$ cat src/design/glf_pkg.sv
`default_nettype none

package glf_pkg;

  // grid size defaults
  localparam int DEF_MAX_ROWS = 64;
  localparam int DEF_MAX_COLS = 64;

  // configuration port
  localparam int CFG_IDX_W  = 1;
  localparam int CFG_DATA_W = 7;

  localparam logic [CFG_IDX_W-1:0]  REG_ACTIVE_ROWS = 1'd0;
  localparam logic [CFG_IDX_W-1:0]  REG_ACTIVE_COLS = 1'd1;
  localparam logic [CFG_DATA_W-1:0] ACTIVE_RESET    = 7'd64;

  // beat widths
  localparam int IN_DATA_W  = 16;
  localparam int IN_USER_W  = 2;
  localparam int OUT_DATA_W = 8;

  // b3/s23 neighbour counts
  localparam logic [3:0] SURVIVE_LO = 4'd2;
  localparam logic [3:0] BIRTH_CNT  = 4'd3;

  // operation codes carried in tuser
  typedef enum logic [1:0] {
    MODE_WRITE  = 2'd0,
    MODE_TOGGLE = 2'd1,
    MODE_READ   = 2'd2,
    MODE_STEP   = 2'd3
  } mode_t;

endpackage

`default_nettype wire

$ cat src/design/glf_row_rule.sv
`default_nettype none

// next generation of one row from its upper, own and lower neighbours
module glf_row_rule #(
  parameter int NCOLS = 64
) (
  input  wire logic [NCOLS-1:0] row_above,
  input  wire logic [NCOLS-1:0] row_self,
  input  wire logic [NCOLS-1:0] row_below,
  output logic      [NCOLS-1:0] row_new
);

  import glf_pkg::*;

  logic [NCOLS+1:0] pad_a;
  logic [NCOLS+1:0] pad_s;
  logic [NCOLS+1:0] pad_b;

  // dead border on both sides, no wrap
  assign pad_a = {1'b0, row_above, 1'b0};
  assign pad_s = {1'b0, row_self, 1'b0};
  assign pad_b = {1'b0, row_below, 1'b0};

  for (genvar c = 0; c < NCOLS; c++) begin : g_col
    logic [3:0] nbr_cnt;

    // eight-neighbour count
    assign nbr_cnt = 4'(pad_a[c]) + 4'(pad_a[c+1]) + 4'(pad_a[c+2])
                   + 4'(pad_s[c]) + 4'(pad_s[c+2])
                   + 4'(pad_b[c]) + 4'(pad_b[c+1]) + 4'(pad_b[c+2]);

    // survive on two or three, born on three
    assign row_new[c] = row_self[c] ? (nbr_cnt == SURVIVE_LO || nbr_cnt == BIRTH_CNT)
                                    : (nbr_cnt == BIRTH_CNT);
  end

endmodule

`default_nettype wire

$ cat config.mk
export PLATFORM = sky130hd
export DESIGN_NAME = glf_row_rule
export DESIGN_NICKNAME = d
export VERILOG_FILES = /design/src/design/glf_pkg.sv /design/src/design/glf_row_rule.sv
export SDC_FILE = /design/constraint.sdc
export NUM_CORES = 1
export LEC_CHECK = 0
export BUFFER_PORTS_ARGS = -buffer_cell sky130_fd_sc_hd__buf_4
export CAP_MARGIN = 30
export CELL_PAD_IN_SITES_DETAIL_PLACEMENT = 0
export CELL_PAD_IN_SITES_GLOBAL_PLACEMENT = 1
export CORE_MARGIN = 3
export CORE_UTILIZATION = 46
export DETAILED_ROUTE_END_ITERATION = 12
export PLACE_DENSITY_LB_ADDON = 0.1
export SYNTH_ARGS = -nofsm -noshare
export SYNTH_HDL_FRONTEND = slang
export SYNTH_SLANG_ARGS = --single-unit
$ cat constraint.sdc
create_clock -name vclk -period 7.62
set_clock_uncertainty 0.05 [all_clocks]
set_input_delay 0.762 -clock vclk [all_inputs]
set_output_delay 0.762 -clock vclk [all_outputs]
set_load 0.02 [all_outputs]
Word level (Yosys, flattened, before mapping). Index checks and enable logic that the tools add are counted. Widths: inputs -> output; s select.

Add/sub/neg operators: 441. Eq/ne operators: 128. Muxes and demuxes: 64. Reductions and logical operators: 64.

Operators by type and width (count): $add 4x1->4 (252); $eq 4x2->1 const B (128); $add 3x1->4 (63); $add 2x1->3 (63); $add 1x1->2 (63); $logic_or 1x1->1 (64); $mux 1 (64).

Flip-flop bits (word level): 0. Bits of input ports: 192. Output and inout port bits: 64. Logic and storage cells: 697.

Depth between registers and ports, before layout.
Word-level depth: 10. Depth in mapped cells: 9. Gate-level depth less buffers: 9.

Worst setup path after synthesis. No wires, ideal clock.

Kind: input-to-output. From: input port row_above[24]. To: output port row_new[25]. Arrival: 3.450 ns. Required time: 6.808 ns. Slack: 3.358 ns. Stages: 9. Buffers on the path: 0. Cells stage by stage: inv_1 > fa_1 > fa_1 > fa_1 > inv_1 > ha_1 > fa_1 > or2_0 > a21oi_1.

Word-level cells in the longest chain between the ends: 10. Elaborated cells on any way between the ends: 11. Classes of those cells: add/sub (7); eq/ne (2); mux (1); reduce/logical (1).

RTL lines: start, declared (RTL line glf_row_rule.sv:7) `input wire logic [NCOLS-1:0] row_above,`; $add 1x1->2 * (RTL line glf_row_rule.sv:28) `assign nbr_cnt = 4'(pad_a[c]) + 4'(pad_a[c+1]) + 4'(pad_a[c+2])`; $add 2x1->3 * (RTL line glf_row_rule.sv:28); $add 3x1->4 * (RTL line glf_row_rule.sv:29) `+ 4'(pad_s[c]) + 4'(pad_s[c+2])`; $add 4x1->4 * (RTL line glf_row_rule.sv:29); $add 4x1->4 * (3 in a row) (RTL line glf_row_rule.sv:30) `+ 4'(pad_b[c]) + 4'(pad_b[c+1]) + 4'(pad_b[c+2]);`; $eq 4x2->1 (on tied branches) (RTL line glf_row_rule.sv:33, glf_row_rule.sv:34); $logic_or 1x1->1 (RTL line glf_row_rule.sv:33) `assign row_new[c] = row_self[c] ? (nbr_cnt == SURVIVE_LO || nbr_cnt == BIRTH_CNT)`; $mux 1 * (RTL line glf_row_rule.sv:33); end, declared (RTL line glf_row_rule.sv:10) `output logic [NCOLS-1:0] row_new`.

Every way passes the cells marked *; elsewhere a longest branch is shown, timed or not.

Final worst setup path.
From: input port row_above[50]. To: output port row_new[50].

Same word-level chain as after synthesis.

==> metrics.md <==
| Metric | Value |
|---|---|
| Outcome | completed |
| Vias | 7,994 |
| Post-CTS Setup Inserts | 0 |
| Peak supply drop | 81.6 uV |
| Pleak | 7.37 nW |
| Minimum clock period | 4470 ps |
| Number of standard-cell rows in the floorplan | 55 |
| Slowest cell on the critical path | fa_1 |
| Overall die area | 0.0251 sq mm |
| CP startpoint kind | input port |
| Number of sequential cells | 0 |
| Wire length of the first global-routing pass | 37,300 microns |
| First DRT Iteration DRCs | 231 |
| Starting utilization of the core area | 47.0% |
| Number of buffers and inverters on the critical path | 4 |
| Cell types with the largest area share after synthesis | fa_1 (47%), ha_1 (22%), inv_1 (15%) |
| Setup CP Type | in2out |
| Boundary pin count | 256 |
| Total negative setup slack | 0 ps |
| Transition time at the pin with the least slew margin | 335 ps |
| Cells after DPL | 1,763 |
| Aggregate global-route resource usage | 17.6% |
| Count of nets left with antenna violations after detail routing | 0 |
| Final cell utilization of the core | 57.2% |
| Worst hold-check path type | in2out |
| Slew headroom | 77.6% |
| Sequential cell area fraction in the yosys report | 0% |
| Kind of end point of the critical path | output pin |
| Ratio of total power to cell area | 140 mW/mm^2 |
| Buffers on Ports | 256 |
| Chip Width | 159 microns |
| Tcrit/Tclk final | 58.6% |
| Routed WL per cell | 12.0 microns |
| Per-instance average area after synthesis | 8.97 sq um |
| Total Wirelength | 21,200 microns |
| Smallest hold slack | 1870 ps |
| # fillers | 2,125 |
| Post-cts repair resize count | 0 |
| DRT Pass-1 Iters | 4 |
| Final setup viols | 0 |
| Area growth from synthesis to final layout | 21.6% |
| Top cell type's share of synthesized area | 47.1% |
| Sequence of cells on the critical path | buf_4, inv_1, fa_1, fa_1, fa_1, inv_1, ha_1, fa_1, or2_0, a21oi_1, buf_4 |
| Number of global-route vias before repair | 8,528 |
| Total overflow reported by the global router | 0 |
| Commonest non-fill, non-tap cell in the layout | inv_1 |
| Hold buffer count at cts | 0 |
| Required time of the worst setup path | 6810 ps |
| Slew Viols, Final | 0 |
| Setup repair after global routing missed its margin | no |
| Critical path fanouts, max | 2 |
| Overall die height | 159 microns |
| Synthesized instance count | 1,194 |
| Delay of the slowest cell on the worst path | 490 ps |
| Vias per Instance | 4.53 |
| Sequential standard cell area | 0 sq um |
| Final non-filler cell area | 0.0130 sq mm |
| Core Box Area | 0.0228 sq mm |
| Arrival time at the worst endpoint | 3650 ps |
| Ant diodes | 0 |
| Final RePlAce weighted congestion | 0.836 |
| Area leader, netlist | fa_1 |
| Total of clock buffers placed in the layout | 0 |
| Total count of hold-check failures in the final report | 0 |
| Antenna violations before repair | 0 |
| NumNets Final | 2,084 |
| Crit path max-delay family | adder cells |
| Leading cell types in the layout, fill and taps excluded | inv_1 (441), buf_4 (256), fa_1 (252) |
| Post-synthesis net count | 1,826 |
| Max-cap check violation count | 0 |
| Highest attainable clock frequency | 0.224 GHz |
| Most repeated library cell on the critical path | fa_1 |
| Yosys synthesis warning count | 0 |
| Area of the mapped netlist | 0.0107 sq mm |
| Proportion of layout cells with a drive suffix above 1 | 17.7% |
| Pin count of the biggest net entering global routing | 4 |
| Number of remaining DRC errors | 0 |
| Count of different cell masters after synthesis | 13 |
| Final instance count without filler cells | 1,763 |
| HPWL after DPL | 21,000 microns |
| Cell Area, Placed | 0.0130 sq mm |
==> metrics by stage <==
stage,power (mW),worst slack [ps]
3_5_place_dp,1.85,3160
3_3_place_gp,1.81,3200
4_1_cts,1.87,3150
6_report,1.83,3150
5_1_grt,2.16,3020
2_1_floorplan,1.26,3360
==> cell families (layout without fill, tap and decap cells) <==
group                    after synthesis  count (layout)  synth area share (%)
AND/OR/NAND/NOR                      128             128                  6.70
adder cells (fa/ha/maj)              440             440                  69.1
buffers and inverters                441             697                  15.5
AO/OA/AOI/OAI                        185             185                  8.75
==> cell usage after synthesis <==
master,number
ha_1,188
o21ai_0,61
or2_0,35
or2_1,26
nor2_1,3
nor3b_1,2
inv_1,441
a31oi_1,1
a2111oi_2,1
nand3_1,61
nand2_1,1
a21oi_1,122
fa_1,252
==> power by group <==
part | internal (mW) | switching, mW
clock network | 0 | 0
logic | 0.823 | 1.01
registers | 0 | 0
total | 0.823 | 1.01
==> cell type report <==
| cell class | instances | area (sq um) | share of cell area, % |
|---|---|---|---|
| tap | 313 | 392 | 3.01 |
| inverter | 441 | 1660 | 12.7 |
| multi-input combinational | 753 | 9050 | 69.5 |
| timing repair buffer | 256 | 1920 | 14.8 |
==> metal layers <==
| layer | up-vias | track usage [%] | wire [microns] |
|---|---|---|---|
| met2 | 159 | 30.9 | 10200 |
| met5 | - | 0 | 0 |
| li1 | 4096 | - | - |
| met3 | 8 | 3.37 | 1600 |
| met1 | 3731 | 24.0 | 9270 |
| met4 | 0 | 0.819 | 154 |
==> final timing paths <==
kind	slack (ps)	start	cells after the start	endpoint
hold / removal	1870	row_self[33]	4	row_new[33]
setup / recovery	3150	row_above[50]	11	row_new[50]
Power figures use the tool's default switching activity.
