==> config.mk <==
export PLATFORM = sky130hd
export DESIGN_NAME = glf_row_cell
export DESIGN_NICKNAME = d
export VERILOG_FILES = /design/src/design/glf_row_cell.sv
export SDC_FILE = /design/constraint.sdc
export NUM_CORES = 1
export LEC_CHECK = 0
export BUFFER_PORTS_ARGS = -buffer_cell sky130_fd_sc_hd__buf_2
export CORE_ASPECT_RATIO = 0.6
export CORE_MARGIN = 2
export CORE_UTILIZATION = 35
export CTS_BUF_LIST = sky130_fd_sc_hd__clkbuf_8
export CTS_CLUSTER_DIAMETER = 60
export DETAILED_ROUTE_END_ITERATION = 6
export PLACE_DENSITY = 0.72
export SLEW_MARGIN = 40
export SYNTH_ARGS = -nofsm -noshare
export SYNTH_HDL_FRONTEND = slang
export SYNTH_SLANG_ARGS = --single-unit
==> constraint.sdc <==
create_clock -name clk -period 0.9 [get_ports clk]
set_clock_uncertainty 0.15 [all_clocks]
set_input_delay 0.045 -clock clk [delete_from_list [all_inputs] [get_ports clk]]
set_output_delay 0.045 -clock clk [all_outputs]
set_load 0.02 [all_outputs]
==> src/design/glf_row_cell.sv <==
`default_nettype none

// one row word of the grid, shifting along the ring when enabled
module glf_row_cell #(
  parameter int WIDTH = 64
) (
  input  wire logic             clk,
  input  wire logic             rst_n,
  input  wire logic             shift_en,
  input  wire logic [WIDTH-1:0] row_in,
  output logic      [WIDTH-1:0] row_out
);

  logic [WIDTH-1:0] row_r;

  // row storage, dead after reset
  always_ff @(posedge clk) begin
    if (!rst_n) begin
      row_r <= '0;
    end else if (shift_en) begin
      row_r <= row_in;
    end
  end

  assign row_out = row_r;

endmodule

`default_nettype wire

After elaboration in Yosys (flattened, before gate mapping)
Index checks and enable logic that the tools add are counted.

word-level totals
  register bits after elaboration = 64
  logic and storage cells = 1
  output and inout bits = 64

Longest topological paths before layout
Gate-level depths: netlist (run 1).

  depth in word-level cells = 0
  depth in mapped cells = 4

Worst setup path before layout (run 1)
No wires, ideal clock.

  path type = input-to-reg
  start = in shift_en
  end = reg row_r[10], in the netlist row_out[10]
  required time = 634 ps
  arrival time = 578 ps
  stages on the path = 4
  setup slack = 56 ps
  buffers on the path = 2
  cell sequence = buf_6 buf_8 mux2i_1 nor2b_1

RTL lines
  item                  line  source
  start, declared       9     input wire logic shift_en,
  end signal, assigned  21    row_r <= row_in;
  end, declared         14    logic [WIDTH-1:0] row_r;

Worst setup path after layout (run 1)
  start = reg row_r[39], in the netlist row_out[39]
  end = out row_out[39]

RTL lines
  item           line  source
  end, declared  11    output logic [WIDTH-1:0] row_out

No word-level cell between the ends.

==> results of run 1 <==
## logic make-up (layout without fill, tap and decap cells)
logic type | Yosys count | in the layout | synth area share
buf+inv | 14 | 220 | 0.05258
flops | 64 | 64 | 0.5227
mux | 64 | 64 | 0.2614
simple gates | 64 | 64 | 0.1633
## final cells by class
cell class	instances	area [um2]
flip-flops and latches	64	1361
repair buffers	207	1874
well taps	87	108.9
clock buffers	13	178.9
multi-input cells	128	1049
fillers	491	2162
## per-stage QoR
| step | TNS, ns | setup WS, ns |
|---|---|---|
| after detailed placement | -2.270 | -0.09378 |
| after floorplan | 0 | 0.05591 |
| after global routing | -7.258 | -0.1257 |
| final | -4.491 | -0.08989 |
| after global placement | -1.338 | -0.05836 |
| after CTS | -5.650 | -0.1035 |
## path summary, 6_finish.rpt
kind | start | to | slack (ns) | cells after the start
hold / removal | rst_n | row_out[37] | 0.02 | 3
setup / recovery | row_out[39] | row_out[39] | -0.09 | 1
hold reg to reg | row_out[31] | row_out[31] | 0.37 | 2
setup reg to reg | row_out[58] | row_out[58] | -0.05 | 3
## routing by layer
metal | GRT usage | routed length [um] | share of wire | vias up
li1 | - | - | - | 1080
met1 | 0.2065 | 3143 | 0.42 | 1046
met2 | 0.3318 | 3637 | 0.48 | 102
met3 | 0.07255 | 600 | 0.080 | 16
met4 | 0.06707 | 144 | 0.019 | 0
met5 | 0 | 0 | 0 | -
## repair_timing
| item | 4_1_cts | 5_1_grt |
|---|---|---|
| endpoints found under the hold margin | 64 | 0 |
| pin swaps | 0 | 0 |
| hold buffers | 64 | 0 |
| gates resized for setup | 192 | 9 |
| endpoints found under the setup margin | 64 | 71 |
| setup buffers | 2 | 9 |
## cell usage after synthesis (all sizes together)
cell | count | area [um2]
dfxtp | 64 | 1281
mux2i | 64 | 640.6
nor2b | 64 | 400.4
buf | 7 | 101.4
clkbuf | 7 | 27.52
## power groups by stage
stage               Combinational, W  Sequential, W  Clock [W]
finish                       0.00148        0.00317    0.00222
global route                 0.00157        0.00319    0.00243
CTS                          0.00139        0.00316    0.00230
detailed placement          0.000978        0.00314          0
global placement            0.000961        0.00314          0
floorplan                   0.000406        0.00335          0
==> summary.md, run 1 <==
| Metric | Value |
|---|---|
| Most frequent cells in the layout | 70 x buf_6, 64 x nor2b_1, 64 x dfxtp_2 |
| Register area share after synthesis | 0.5227 |
| First-pass GRT wire length | 10750 um |
| Crit path max fanout | 2 |
| Total gr overflow | 0 |
| Final ANT Viol Nets | 0 |
| PwrDens | 1503 nW/um2 |
| Most common cell after layout, fill and taps aside | buf_6 |
| Cell leakage power | 2.150 nW |
| Tot Pwr | 0.006871 W |
| CTS Buf Count | 9 |
| Netlist cell types | 7 |
| Worst Tran Pin Value | 0.2224 ns |
| Via Count | 2244 |
| Clock transition at path regs | 0.06 ns |
| Final count of hold timing violations | 0 |
| Placer Congestion | 0.6912 |
| Max reg flops | 64 |
| Hold Crit Class | input port to register |
| Comb power frac | 0.215 |
| Vias per std cell | 4.497 |
| Critical Path Max Stage Delay | 0.35 ns |
| Hold slack | 0.02158 ns |
| Initial cell density of the core | 0.3640 |
| Required @ worst endpoint | 0.70 ns |
| Area delta synth->final | 86.52% |
| FF+latch count, synth | 64 |
| Pin count of the biggest net entering global routing | 39 |
| Status | complete, but fails checks |
| Mapped Area | 2451 um2 |
| Syn_nets | 273 |
| Peak supply drop | 0.7735 mV |
| Core area | 6734 um2 |
| Initial antenna violation count | 0 |
| Critical path class | register to output port |
| Finished Cell Area | 4572 um2 |
| Syn avg cell area | 11.90 um2 |
| Max Fclk | 1010 MHz |
| Post-layout util | 0.6789 |
| RSZ-0062 raised after global routing | true |
| Buf/Inv on CP | 1 |
| Cells after synthesis | 206 |
| Post-Layout Cell Count | 499 |
| Placed Area | 3172 um2 |
| Max-slew violation count | 0 |
| Port bufs | 130 |
| Critical path launch point type | register |
| Aggregate global-route resource usage | 0.1850 |
| Cell family with most CP delay | flip-flops |
| Ys Warns | 0 |
| Slew HR | 0.8475 |
| Die height | 68.82 um |
| # placed instances | 414 |
| Pre-antenna DRT Iters | 4 |
| Setup crit end kind | output port |
| Violated checks | negative setup slack |
| Worst Slack Setup Final | -0.08989 ns |
| Clock Tree Root | clkbuf_8 |
| CTS tree | yes |
| Sequential share of power | 0.462 |
| Clock Latency Late Sink | 0.32 ns |
| Max-cap violation count | 0 |
| Die width | 112.0 um |
| Fraction of layout cells with a size suffix above 1 | 0.5388 |
| DR WL/cell | 15.08 um |
| Layout net count | 477 |
| CTS sink cnt | 64 |
| Number of global-route vias before repair | 2188 |
| # rows | 23 |
| P_int | 0.005170 W |
| Tcrit/Tclk final | 1.100 |
| CTS H-Tree Depth | 3 |
| DRT iter0 DRCs | 83 |
| Die area | 7710 um2 |
| Slowest-stage cell, CP | dfxtp_2 |
| Min Tclk post-route | 0.9899 ns |
| Total Wirelength | 7526 um |
| Worst Path Arrival | 0.79 ns |
| Antenna diode count | 0 |
| Clk buf depth | 2 |
| DRC viols | 0 |
| Sw Ratio | 0.2476 |
| HPWL after DPL | 3778 um |
| NetSw | 0.001701 W |
| Clock Power Share | 0.323 |
| CP cell instances | buf_6 |
| Io pins | 131 |
| Setup Viol. Count Final | 68 |
No activity file was read; power rests on OpenSTA's default activity.
==> run 2, diff against run 1 <==
Settings changed: ABC_AREA set to 1, PLACE_DENSITY 0.72 to 0.71.
==> run 2 against run 1 <==
The run ends with negative hold slack, negative setup slack left. Register-to-register slack gained 0.08 ns. Synthesized area grew 8.9%. Hold slack lost 0.035 ns. Clock-buffer cell count shrank 2. Final cell count grew 44%. Via count grew 32%. Die area grew 8.5%. Wire length grew 13%. Non-clock buffer count grew 6. Critical path depth is the same. Cell area grew 5.2%. Sequential cell count is the same. Critical path type unchanged. Largest cell class unchanged.
==> summary.md, run 2 <==
| Metric | Value |
|---|---|
| Status | complete, but fails checks |
| Violated checks | negative hold slack, negative setup slack |
| Max-cap violation count | 0 |
| Initial antenna violation count | 0 |
| Setup Viol. Count Final | 64 |
| Clock transition at path regs | 0.07 ns |
| Cell family with most CP delay | flip-flops |
| Critical Path Max Stage Delay | 0.35 ns |
| Placement Setup Slack | 0.03128 ns |
| Critical path class | register to output port |
| Placer Congestion | 0.7580 |
| Fraction of layout cells with a size suffix above 1 | 0.3703 |
| CTS H-Tree Depth | 3 |
| Min Tclk post-route | 1.012 ns |
| Via Count | 2962 |
| CP Launch Point | row_out[18] |
| Reg2reg start | row_out[18] |
| Required @ worst endpoint | 0.70 ns |
| Io pins | 131 |
| Synth top area share | 0.4799 |
| Max-slew violation count | 0 |
| CTS Hold Buffers Added | 65 |
| Synth cell count leaders | 128 x nand2_1, 128 x nor2_1, 64 x dfxtp_1, 64 x inv_1, 12 x buf_6 |
| Pre-antenna DRT Iters | 5 |
| Worst Path Arrival | 0.82 ns |
| Hold slack | -0.01338 ns |
| Die width | 116.8 um |
| Clock Latency Late Sink | 0.34 ns |
| R2R depth | 3 |
| Worst setup path endpoint | row_out[18] |
| Die area | 8366 um2 |
| CTS tree | yes |
| Initial cell density of the core | 0.3644 |
| Area leader, netlist | dfxtp_1 |
| Reg2Reg Setup Slack | 0.03 ns |
| Hold Crit Class | input port to register |
| Pin count of the biggest net entering global routing | 42 |
| Asr flop ratio synth | 0 |
| CTS sink cnt | 64 |
| Max reg flops | 64 |
| Post-layout util | 0.6563 |
| Ys Warns | 0 |
| WP depth | 1 |
| Setup crit end kind | output port |
| Area delta synth->final | 80.08% |
| Die height | 71.66 um |
| Syn avg cell area | 6.593 um2 |
| Clock Tree Root | clkbuf_8 |
| CTS Buf Count | 9 |
| Met3 wire len | 721 um |
| Worst Slack Setup Final | -0.1119 ns |
| Netlist cell types | 7 |
| Syn_nets | 472 |
| First-pass GRT wire length | 13070 um |
| Most frequent cells in the layout | 128 x nand2_1, 127 x nor2_1, 66 x inv_1 |
| Crit path max fanout | 2 |
| # placed instances | 627 |
| HPWL after DPL | 4470 um |
| Core area | 7327 um2 |
| Cells after synthesis | 405 |
| WL met1 | 3319 um |
| DRT iter0 DRCs | 162 |
| Fillers | 601 |
| Peak supply drop | 1.128 mV |
| Total gr overflow | 0 |
| Mapped Area | 2670 um2 |
| CP cell instances | buf_6 |
| Slowest-stage cell, CP | dfxtp_2 |
| Worst Tran Pin Value | 0.1600 ns |
| Number of synthesized flops with an enable pin | 0 |
| Cell leakage power | 2.636 nW |
| RSZ-0062 raised after global routing | true |
| FF+latch count, synth | 64 |
| Vias per std cell | 4.131 |
| Most common cell after layout, fill and taps aside | nand2_1 |
| PwrDens | 1533 nW/um2 |
| Top Metal Used | met4 |
| Synth area leaders | dfxtp_1 48%, nand2_1 18%, nor2_1 18% |
| Total Wirelength | 8481 um |
| Buf/Inv on CP | 1 |
| # rows | 24 |
| DR WL/cell | 11.83 um |
| Port bufs | 130 |
| DRC viols | 0 |
| Routed length on met2 | 4256 um |
| Register area share after synthesis | 0.4799 |
| Number of global-route vias before repair | 2920 |
| Clk buf depth | 2 |
| Aggregate global-route resource usage | 0.2043 |
| Max Fclk | 988.3 MHz |
| Critical path launch point type | register |
| Final ANT Viol Nets | 0 |
| Capture point of the worst reg-to-reg path | row_out[18] |
| Layout net count | 675 |
| Post-Layout Cell Count | 717 |
| Slew HR | 0.8933 |
| Tot Pwr | 0.007369 W |
| Antenna diode count | 0 |
| Final count of hold timing violations | 10 |
| Top FF cell, synth | dfxtp_1 |
| Tcrit/Tclk final | 1.124 |
## run 2: cell types whose count changed after synthesis
cell      previous run  this run
buf_2                0         6
buf_4                0         3
buf_6                1        12
buf_8                6         0
clkbuf_1             6         0
clkbuf_2             1         0
inv_1                0        64
mux2i_1             64         0
nand2_1              0       128
nor2_1               0       128
nor2b_1             64         0
## run 2: layout make-up
class | instances | area [um2] | share of cell area
Inverter | 64 | 240.2 | 0.04996
Sequential cell | 64 | 1361 | 0.2831
Clock buffer | 11 | 151.4 | 0.03149
Clock inverter | 5 | 47.55 | 0.009888
Timing Repair Buffer | 213 | 1914 | 0.3981
Multi-Input combinational cell | 256 | 963.4 | 0.2004
Tap cell | 104 | 130.1 | 0.02706
## run 2: metal layers
metal  vias up  GRT usage
met5         -          0
met4         0    0.08366
met3        19    0.09645
met2       104     0.3719
met1      1296     0.2003
li1       1543          -
## run 2: worst min-delay path by stage
stage               startpoint  cells past startpoint  slack (ns)          end
global placement    row_in[43]                      5        0.18  row_out[43]
detailed placement  row_in[12]                      5        0.19  row_out[12]
CTS                      rst_n                      4       -0.04  row_out[45]
global route             rst_n                      4       -0.02   row_out[1]
floorplan            row_in[0]                      4        0.08   row_out[0]
finish                   rst_n                      4       -0.01  row_out[49]
## run 2: repair_timing
action,in CTS,in global routing
setup buffers,3,6
gates resized for setup,192,1
setup endpoints to repair,64,65
cloned,0,0
hold endpoints to repair,64,15
## run 2: cells by family after synthesis
kind of cell  synth area share
simple gates            0.3599
flops                   0.4799
buf+inv                 0.1603
## run 2: through the flow
step                      cell area, um2  TNS [ns]
after global placement              3408         0
after global routing                4808    -8.562
final                               4808    -5.709
after detailed placement            3408         0
after floorplan                     2670         0
after CTS                           4761    -7.202
## run 2: where the power goes
| group | switching, W | internal, W |
|---|---|---|
| Clock | 0.00106 | 0.00140 |
| Sequential | 0.000149 | 0.00307 |
| Combinational | 0.000780 | 0.000901 |
| Total | 0.00199 | 0.00538 |
